### src/hw/rtl/birm_pkg.sv
`default_nettype none

package birm_pkg;

	localparam int RING_DEPTH = 128;
	localparam int IDX_W      = (RING_DEPTH > 1) ? $clog2(RING_DEPTH) : 1;
	localparam int CNT_W      = $clog2(RING_DEPTH + 1);

	localparam int REG_W  = 24;
	localparam int SIDX_W = 31;
	localparam int DIFF_W = SIDX_W + 1;
	localparam int BPM_W  = 16;

	// sum of kept intervals stays below window + one interval
	localparam int SUM_W     = REG_W + 1;
	localparam int DIV_STEPS = SUM_W;
	localparam int STEP_W    = $clog2(DIV_STEPS);

	localparam logic [REG_W-1:0] WINDOW_RESET   = REG_W'(264600);
	localparam logic [REG_W-1:0] DEAD_RESET     = REG_W'(8820);
	localparam logic [REG_W-1:0] MAX_GAP_RESET  = REG_W'(110250);
	localparam logic [REG_W-1:0] SPM_RESET      = REG_W'(2646000);
	localparam logic [BPM_W-1:0] BPM_MAX        = '1;

	localparam logic MODE_BEAT    = 1'b0;
	localparam logic MODE_RESTART = 1'b1;

	typedef enum logic [1:0] {
		REG_WINDOW  = 2'd0,
		REG_DEAD    = 2'd1,
		REG_MAX_GAP = 2'd2,
		REG_SPM     = 2'd3
	} reg_index_t;

	typedef enum logic [3:0] {
		S_IDLE,
		S_FULL_FETCH,
		S_FULL_DROP,
		S_PUSH,
		S_TRIM_CHK,
		S_TRIM_FETCH,
		S_TRIM_DROP,
		S_DIV_MEAN,
		S_DIV_RATE,
		S_EMIT
	} state_t;

endpackage

`default_nettype wire

### src/hw/rtl/beat_interval_rate_meter_unit.sv
`default_nettype none

// Heart rate meter over a sliding window of beat-to-beat intervals. Each input beat
// carries the sample index of a detected beat (mode 0) or restarts the meter (mode 1).
// Intervals live in a ring memory of RING_DEPTH entries with one synchronous read port;
// no clearing pass is needed after reset, the fill count guards every read. A beat
// inside the dead period yields nothing. A restart or a re-anchor after a too-long gap
// reports 0, as does the first interval. Otherwise an item is pushed into the ring,
// then old intervals are trimmed from the window (each trim is one ring read and a
// subtract), then the two 25-step restoring divisions (mean interval, then rate)
// share one divider. A full ring first drops its oldest entry the same way; a zero
// mean skips the rate division. A finished rate waits in an output register, so the
// next beat can be taken before it is collected; another result stalls until that
// register frees.
module beat_interval_rate_meter_unit (
	input  wire logic                           clk,
	input  wire logic                           arst_n,
	input  wire logic                           cfg_we,
	input  wire logic [1:0]                     cfg_index,
	input  wire logic [birm_pkg::REG_W-1:0]     cfg_data,
	input  wire logic                           in_valid,
	output logic                                in_ready,
	input  wire logic                           mode,
	input  wire logic [birm_pkg::SIDX_W-1:0]    sample_index,
	output logic                                out_valid,
	input  wire logic                           out_ready,
	output logic [birm_pkg::BPM_W-1:0]          beats_per_minute
);

	localparam int IDX_W  = birm_pkg::IDX_W;
	localparam int CNT_W  = birm_pkg::CNT_W;
	localparam int REG_W  = birm_pkg::REG_W;
	localparam int SIDX_W = birm_pkg::SIDX_W;
	localparam int DIFF_W = birm_pkg::DIFF_W;
	localparam int BPM_W  = birm_pkg::BPM_W;
	localparam int SUM_W  = birm_pkg::SUM_W;
	localparam int STEP_W = birm_pkg::STEP_W;
	localparam int DEPTH  = birm_pkg::RING_DEPTH;

	birm_pkg::state_t state_q, state_d;

	logic [REG_W-1:0] win_q, dead_q, gap_max_q, spm_q;

	logic [REG_W-1:0] ring_mem [DEPTH];
	logic [REG_W-1:0] rd_data_q;

	logic [IDX_W-1:0]  head_q;
	logic [CNT_W-1:0]  count_q;
	logic [SUM_W-1:0]  sum_q;
	logic [SIDX_W-1:0] prev_q;
	logic [REG_W-1:0]  gap_q;

	logic [SUM_W-1:0]  dvd_q;
	logic [REG_W-1:0]  rem_q, dvs_q;
	logic [STEP_W-1:0] step_q;

	logic [BPM_W-1:0] res_q, bpm_q;
	logic             out_valid_q;

	logic              accept, mem_we, out_free, load_out;
	logic [DIFF_W-1:0] diff;
	logic              beat_early, beat_late, ring_full, trim_need;
	logic [IDX_W-1:0]  head_inc, slot;
	logic [IDX_W:0]    slot_wide;
	logic [REG_W:0]    rem_sh, rem_nx;
	logic              q_bit, div_last, mean_zero, rate_sat;
	logic [SUM_W-1:0]  dvd_nx;

	assign diff = {1'b0, sample_index} - {1'b0, prev_q};
	assign beat_early = diff[DIFF_W-1]
		|| (diff[SIDX_W-1:0] < {{(SIDX_W-REG_W){1'b0}}, dead_q});
	assign beat_late = !diff[DIFF_W-1]
		&& (diff[SIDX_W-1:0] > {{(SIDX_W-REG_W){1'b0}}, gap_max_q});

	assign ring_full = (count_q == CNT_W'(DEPTH));
	assign head_inc  = (head_q == IDX_W'(DEPTH - 1)) ? '0 : head_q + 1'b1;
	assign slot_wide = {1'b0, head_q} + {1'b0, count_q[IDX_W-1:0]};
	assign slot      = (slot_wide >= (IDX_W+1)'(DEPTH)) ?
		IDX_W'(slot_wide - (IDX_W+1)'(DEPTH)) : slot_wide[IDX_W-1:0];
	assign trim_need = (sum_q > {1'b0, win_q}) && (count_q > CNT_W'(1));

	// restoring divider, one quotient bit per cycle
	assign rem_sh    = {rem_q, dvd_q[SUM_W-1]};
	assign q_bit     = (rem_sh >= {1'b0, dvs_q});
	assign rem_nx    = q_bit ? rem_sh - {1'b0, dvs_q} : rem_sh;
	assign dvd_nx    = {dvd_q[SUM_W-2:0], q_bit};
	assign div_last  = (step_q == STEP_W'(birm_pkg::DIV_STEPS - 1));
	assign mean_zero = (dvd_nx[REG_W-1:0] == '0);
	assign rate_sat  = (dvd_nx[SUM_W-1:BPM_W] != '0);

	assign out_free = !out_valid_q || out_ready;

	always_comb begin
		state_d = state_q;
		case (state_q)
			birm_pkg::S_IDLE: begin
				if (in_valid) begin
					if (mode == birm_pkg::MODE_RESTART || (!beat_early && beat_late))
						state_d = birm_pkg::S_EMIT;
					else if (!beat_early)
						state_d = ring_full ? birm_pkg::S_FULL_FETCH : birm_pkg::S_PUSH;
				end
			end
			birm_pkg::S_FULL_FETCH: state_d = birm_pkg::S_FULL_DROP;
			birm_pkg::S_FULL_DROP:  state_d = birm_pkg::S_PUSH;
			birm_pkg::S_PUSH: begin
				state_d = (count_q == '0) ? birm_pkg::S_EMIT : birm_pkg::S_TRIM_CHK;
			end
			birm_pkg::S_TRIM_CHK: begin
				state_d = trim_need ? birm_pkg::S_TRIM_FETCH : birm_pkg::S_DIV_MEAN;
			end
			birm_pkg::S_TRIM_FETCH: state_d = birm_pkg::S_TRIM_DROP;
			birm_pkg::S_TRIM_DROP:  state_d = birm_pkg::S_TRIM_CHK;
			birm_pkg::S_DIV_MEAN: begin
				if (div_last)
					state_d = mean_zero ? birm_pkg::S_EMIT : birm_pkg::S_DIV_RATE;
			end
			birm_pkg::S_DIV_RATE: begin
				if (div_last)
					state_d = birm_pkg::S_EMIT;
			end
			birm_pkg::S_EMIT: begin
				if (out_free)
					state_d = birm_pkg::S_IDLE;
			end
			default: state_d = birm_pkg::S_IDLE;
		endcase
	end

	always_comb begin
		in_ready = (state_q == birm_pkg::S_IDLE);
		accept   = in_valid && in_ready;
		mem_we   = (state_q == birm_pkg::S_PUSH);
		load_out = (state_q == birm_pkg::S_EMIT) && out_free;
	end

	always_ff @(posedge clk or negedge arst_n) begin
		if (!arst_n) begin
			state_q <= birm_pkg::S_IDLE;
		end else begin
			state_q <= state_d;
		end
	end

	always_ff @(posedge clk or negedge arst_n) begin
		if (!arst_n) begin
			win_q     <= birm_pkg::WINDOW_RESET;
			dead_q    <= birm_pkg::DEAD_RESET;
			gap_max_q <= birm_pkg::MAX_GAP_RESET;
			spm_q     <= birm_pkg::SPM_RESET;
		end else if (cfg_we) begin
			case (birm_pkg::reg_index_t'(cfg_index))
				birm_pkg::REG_WINDOW:  win_q     <= cfg_data;
				birm_pkg::REG_DEAD:    dead_q    <= cfg_data;
				birm_pkg::REG_MAX_GAP: gap_max_q <= cfg_data;
				birm_pkg::REG_SPM:     spm_q     <= cfg_data;
				default: ;
			endcase
		end
	end

	always_ff @(posedge clk) begin
		if (mem_we)
			ring_mem[slot] <= gap_q;
		rd_data_q <= ring_mem[head_q];
	end

	always_ff @(posedge clk or negedge arst_n) begin
		if (!arst_n) begin
			head_q  <= '0;
			count_q <= '0;
			sum_q   <= '0;
			prev_q  <= '0;
		end else begin
			case (state_q)
				birm_pkg::S_IDLE: begin
					if (accept) begin
						if (mode == birm_pkg::MODE_RESTART) begin
							head_q  <= '0;
							count_q <= '0;
							sum_q   <= '0;
							prev_q  <= '0;
						end else if (!beat_early) begin
							prev_q <= sample_index;
							if (beat_late) begin
								head_q  <= '0;
								count_q <= '0;
								sum_q   <= '0;
							end
						end
					end
				end
				birm_pkg::S_FULL_DROP, birm_pkg::S_TRIM_DROP: begin
					sum_q   <= sum_q - {1'b0, rd_data_q};
					head_q  <= head_inc;
					count_q <= count_q - 1'b1;
				end
				birm_pkg::S_PUSH: begin
					sum_q   <= sum_q + {1'b0, gap_q};
					count_q <= count_q + 1'b1;
				end
				default: ;
			endcase
		end
	end

	always_ff @(posedge clk) begin
		case (state_q)
			birm_pkg::S_IDLE: begin
				gap_q <= diff[REG_W-1:0];
				res_q <= '0;
			end
			birm_pkg::S_TRIM_CHK: begin
				dvd_q  <= sum_q;
				dvs_q  <= {{(REG_W-CNT_W){1'b0}}, count_q};
				rem_q  <= '0;
				step_q <= '0;
			end
			birm_pkg::S_DIV_MEAN: begin
				if (div_last) begin
					dvd_q  <= {1'b0, spm_q};
					dvs_q  <= dvd_nx[REG_W-1:0];
					rem_q  <= '0;
					step_q <= '0;
					res_q  <= birm_pkg::BPM_MAX;
				end else begin
					dvd_q  <= dvd_nx;
					rem_q  <= rem_nx[REG_W-1:0];
					step_q <= step_q + 1'b1;
				end
			end
			birm_pkg::S_DIV_RATE: begin
				dvd_q  <= dvd_nx;
				rem_q  <= rem_nx[REG_W-1:0];
				step_q <= step_q + 1'b1;
				if (div_last)
					res_q <= rate_sat ? birm_pkg::BPM_MAX : dvd_nx[BPM_W-1:0];
			end
			default: ;
		endcase
	end

	always_ff @(posedge clk or negedge arst_n) begin
		if (!arst_n) begin
			out_valid_q <= 1'b0;
		end else if (load_out) begin
			out_valid_q <= 1'b1;
		end else if (out_ready) begin
			out_valid_q <= 1'b0;
		end
	end

	always_ff @(posedge clk) begin
		if (load_out)
			bpm_q <= res_q;
	end

	assign out_valid        = out_valid_q;
	assign beats_per_minute = bpm_q;

endmodule

`default_nettype wire
### config.mk
export PLATFORM = sky130hd
export DESIGN_NAME = beat_interval_rate_meter_unit
export DESIGN_NICKNAME = d
export VERILOG_FILES = /design/src/hw/rtl/birm_pkg.sv /design/src/hw/rtl/beat_interval_rate_meter_unit.sv
export SDC_FILE = /design/constraint.sdc
export NUM_CORES = 2
export LEC_CHECK = 0
export ABC_CLOCK_PERIOD_IN_PS = 12600
export BUFFER_PORTS_ARGS = -buffer_cell sky130_fd_sc_hd__buf_4
export CORE_ASPECT_RATIO = 0.7
export CORE_MARGIN = 2
export CORE_UTILIZATION = 25
export CTS_BUF_LIST = sky130_fd_sc_hd__clkbuf_16
export CTS_CLUSTER_SIZE = 8
export DETAILED_ROUTE_END_ITERATION = 12
export PLACE_DENSITY_LB_ADDON = 0.1
export SYNTH_ARGS = -nofsm -noshare
export SYNTH_HDL_FRONTEND = slang
export SYNTH_SLANG_ARGS = --single-unit
### constraint.sdc
create_clock -name clk -period 12.6 [get_ports clk]
set_clock_uncertainty 0.15 [all_clocks]
set_input_delay 0.63 -clock clk [delete_from_list [all_inputs] [get_ports clk]]
set_output_delay 0.63 -clock clk [all_outputs]
set_load 0.03 [all_outputs]
# After elaboration in Yosys (flattened, before gate mapping)
# Memory sizes are Yosys's and may differ from the RTL's. A register that Yosys moved wholly into a read port is not among the register bits.
# Index checks and enable logic that the tools add are counted.
[op_classes] add_sub_neg=10 n_lt_le_gt_ge=6 eq_ne=24 mux=47 n_reduce_logical=33
[op_table] cell="$pmux W25 S3" count=2
[op_table] cell="$mux W25" count=5
[op_table] cell="$mux W24" count=3
[op_table] cell="$pmux W24 S3" count=1
[op_table] cell="$mux W31" count=2
[op_table] cell="$mux W16" count=3
[op_table] cell="$pmux W16 S3" count=1
[op_table] cell="$pmux W24 S2" count=1
[op_table] cell="$mux W7" count=6
[op_table] cell="$pmux W4 S10" count=1
[op_table] cell="$mux W8" count=4
[op_table] cell="$sub A31 B31 Y32" count=1
[op_table] cell="$gt A31 B24 Y1" count=1
[op_table] cell="$lt A31 B24 Y1" count=1
[op_table] cell="$mux W4" count=7
[op_table] cell="$add A25 B24 Y25" count=1
[op_table] cell="$ge A25 B24 Y1" count=1
[op_table] cell="$gt A25 B24 Y1" count=1
[op_table] cell="$sub A25 B24 Y25" count=1
[op_table] cell="$logic_not A24 Y1" count=1
[op_table] cell="$pmux W8 S3" count=1
[op_table] cell="$sub A24 B24 Y24" count=1
[op_table] cell="$eq A4 B3 Y1 const B" count=4
[op_table] cell="$pmux W5 S3" count=1
[op_table] cell="39 further kinds" count=69
[totals] register_bits=306 ram_bits=3072 input_bits=63 out_inout_bits=18 wordCells=138 mem_count=1
[mem_list] name="ring_mem" depth=128 width=24 rd=1 rd_ports_with_merged_regs=1 write_ports=1 line="beat_interval_rate_meter_unit.sv:44" text="logic [REG_W-1:0] ring_mem [DEPTH];"

# Depth between registers and ports, before layout
[logic_depth] depth_word=9 mapped_depth=22

# Least setup slack after synthesis
# OpenSTA, ideal clock, no wires.
[synth_timing] path_kind="in2reg" start="input port sample_index[0] in the netlist's numbering" end="register prev_q[20]" setup_ns=0.121 t_arrival_ns=4.706 required_time_ns=12.329 path_slack_ns=7.623 path_stages=22 path_cell_list="inv_1 -> ha_1 -> fa_1 -> nand2b_1 -> a21o_1 -> a21o_1 -> a211oi_1 -> nor2_1 -> xnor2_1 -> ha_1 -> a21o_1 -> a21o_1 -> a21o_1 -> a2111oi_0 -> o21ai_0 -> o22ai_1 -> o211a_1 -> a21oi_2 -> nor3b_1 -> buf_6 -> buf_6 -> a22o_1"
[synth_between] elab_chain_cells=5
[synth_rtl] item="from (decl)" line="beat_interval_rate_meter_unit.sv:24" text="input wire logic [birm_pkg::SIDX_W-1:0] sample_index,"
[synth_rtl] item="$sub A31 B31 Y32" line="beat_interval_rate_meter_unit.sv:69" text="assign diff = {1'b0, sample_index} - {1'b0, prev_q};"
[synth_rtl] item="via diff[16]" line="beat_interval_rate_meter_unit.sv:61" text="logic [DIFF_W-1:0] diff;"
[synth_rtl] item="$lt A31 B24 Y1" line="beat_interval_rate_meter_unit.sv:71" text="|| (diff[SIDX_W-1:0] < {{(SIDX_W-REG_W){1'b0}}, dead_q});"
[synth_rtl] item="$logic_or A1 B1 Y1" line="beat_interval_rate_meter_unit.sv:71"
[synth_rtl] item="$ne A2 B2 Y1 (no line)"
[synth_rtl] item="$reduce_and A3 Y1 (no line)"
[synth_rtl] item="to (signal assigned)" line="beat_interval_rate_meter_unit.sv:184" text="prev_q <= sample_index;"
[synth_rtl] item="to (decl)" line="beat_interval_rate_meter_unit.sv:50" text="logic [SIDX_W-1:0] prev_q;"
# The timed path passes the listed nets, and every way through them passes these cells.
# A chain may end at the register's enable or synchronous reset.

==> impl_metrics.tcl <==
set metrics [dict create \
    status "complete, no violations" \
    syn_nets 6730 \
    tightest_slew_ps 1219 \
    cp-end-kind "flip-flop" \
    cts_made_buffers 464 \
    multi_input_comb_area_um2 34550 \
    synth_most_common_cell "edfxtp_1" \
    detail-route-antenna-nets 0 \
    via_per_inst 4.778 \
    synthArstFlopShare_pct 5.056 \
    worstPathMaxFanout 77 \
    drc 0 \
    syn_inst 6500 \
    num-nets-final 7283 \
    row_count 227 \
    port_buffers 80 \
    grt_setup_unrepaired "false" \
    synth_commonest_cells "3206 x edfxtp_1, 1008 x mux4_2, 321 x nor2_1" \
    drt_wl_total_mm 461.3 \
    synth_cell_types 79 \
    postCtsResizedCells 0 \
    power_mw 37.45 \
    first_pass_iters 6 \
    grt_max_degree 130 \
    die_h_um 622.2 \
    clkTransAtPathRegs_ps 60 \
    holdCritPathClass "input pin to flip-flop" \
    synth-seq-area-share_pct 74.06 \
    yosysTopAreaCellShare_pct 70.53 \
    dieArea_um2 552000 \
    regArea_um2 101100 \
    fill_cells 52720 \
    vias 69410 \
    max_freq_ghz 0.1545 \
    required_ps 13360 \
    wl_per_cell_um 31.76 \
    maxCapViolCount 0 \
    area_delta_synth_final_pct 18.45 \
    rrSetupSlack_ps 6130 \
    hold_viol 0 \
    tns_ps 0 \
    min_period_over_period_pct 51.36 \
    antenna_found_initial 52 \
    dpl.hpwl_mm 272.8 \
    pre_cts_ws_ps 5884 \
    leakage_nw 50.81 \
    layout-drive-gt1-share_pct 29.51 \
    ios 81 \
    arrival_ps 7230 \
    drtIter0Drc 7107 \
    clock-root-buffer "clkbuf_16" \
    cts_tree "yes" \
    ir_drop_mv 0.1775 \
    slew-limit-headroom_pct 18.52 \
    yosysWarningCount 0 \
    die_x_um 887.2 \
    synth_flop_cell "edfxtp_1" \
    grt_usage_pct 16.36 \
    cts-htree-levels 5 \
    synthTopCellsByArea "edfxtp_1 71%, mux4_2 17%, dfrtp_1 2.5%" \
    period_needed_ps 6472 \
    coreArea_um2 545000 \
    fin_area_um2 161700 \
    clock_latency_ps 1010 \
    syn-cell-area_um2 136500 \
    start_kind "flip-flop" \
    pwr_density_cell_nw_per_um2 231.6 \
    avgSynthCellArea_um2 21.00 \
    grt_pass1_wl_mm 627.6 \
    finalMaxSlewViolations 0 \
    setup_slack_ps 6128 \
    start_util_pct 25.04 \
    synth_area_leader_cell "edfxtp_1" \
    placed_cell_area_um2 148000 \
    clock-sinks 3402 \
    routabilityCongestion 0.7843 \
    worstSetupPathType "flip-flop to flip-flop" \
    overflow 0 \
    grt_pass1_vias 71350 \
    clockBufferDepth 4 \
    ys_ff_latch 3402 \
    finalSetupViolations 0 \
    synth-edff-count 3206 \
]
## final timing paths
path                         startpoint                    to  cells after the start
hold / removal             cfg_index[0]             win_q[20]                      5
setup / recovery              head_q[0]         rd_data_q[20]                      8
setup reg to reg              head_q[0]         rd_data_q[20]                      8
min in group asynchronous        arst_n              win_q[1]                      3
max in group asynchronous        arst_n             head_q[5]                      4
hold reg to reg               res_q[13]  beats_per_minute[13]                      0
## stage by stage
stage | hold WS (ps) | utilization, % | cells
final | 104.7 | 29.67 | 14530
after global routing | 75.71 | 29.65 | 14490
after detailed placement | 261.7 | 27.16 | 13730
after CTS | 0.1479 | 29.65 | 14480
after floorplan | 184.4 | - | 6500
after global placement | 263.9 | 27.16 | 13730
## where the power goes
group / internal [mW] / total, mW / switching [mW]
Sequential: 14.5 / 15.2 / 0.640
Combinational: 3.66 / 10.9 / 7.25
Clock: 6.56 / 11.4 / 4.83
## cells by family after synthesis
family          count (synthesis)  share of synthesized area [%]
mux                          1117                          17.52
xor+xnor                      100                         0.6416
buf+inv                       497                          1.414
fa+ha+maj                     167                          1.553
simple gates                  717                          2.350
compound gates                500                          2.457
flops                        3402                          74.06
## cell type report
type,count,share of cell area [%]
well taps,7213,5.582
clock inverters,216,0.7019
clock buffers,468,7.243
flip-flops and latches,3402,62.54
repair buffers,400,2.075
multi-input cells,2601,21.37
inverters,184,0.4272
diodes,41,0.06345
## metal layers
metal	GRT usage [%]	part of all wire, %
met2	23.44	42
met4	3.245	1.9
met3	2.396	5.1
met5	0	0.0054
met1	26.11	51
## placed cells by master (no fill, tap or decap), types with 30 or more instances in the layout
cell           Yosys  layout
xor2_1            41      41
a21o_1            49      49
dlygate4sd3_1      0      66
ha_1             163     163
xnor2_1           59      59
nand2_1          169     166
mux2_2            98      98
dfstp_2           34      34
buf_4              2     319
nor2_1           321     190
nor2_4             0     129
o21ai_0           88      87
nand3_1           45      40
mux4_2          1008    1008
diode_2            0      41
edfxtp_1        3206    3206
a21oi_1          135     133
dfrtp_1          138     131
a22o_1            30      30
inv_1            184     375
clkbuf_16          0     468
## what timing repair did
action | in CTS | in global routing
hold buffers | 67 | 0
setup buffers | 0 | 0
endpoints found under the setup margin | 0 | 0
endpoints found under the hold margin | 187 | 0
## registers in the layout, summed over array words and instances, names as in the netlist, 5 cells and up
signal and count:
head_q 7, prev_q 31, res_q 16, step_q 5, gap_max_q 24, dvd_q 25
win_q 24, count_q 8, dvs_q 24, dead_q 24, gap_q 24, ring_mem 3072
rd_data_q 24, spm_q 24, beats_per_minute 16, rem_q 24, sum_q 25
## worst max-delay path, cell delays in order (launching register included)
cell and delay [ps]:
dfrtp_4 760, buf_4 690, buf_12 470, buf_4 830, buf_4 850, mux4_2 620
mux4_2 530, mux4_2 690, mux2_2 340
Note: power is estimated with default switching activity, not from simulation.
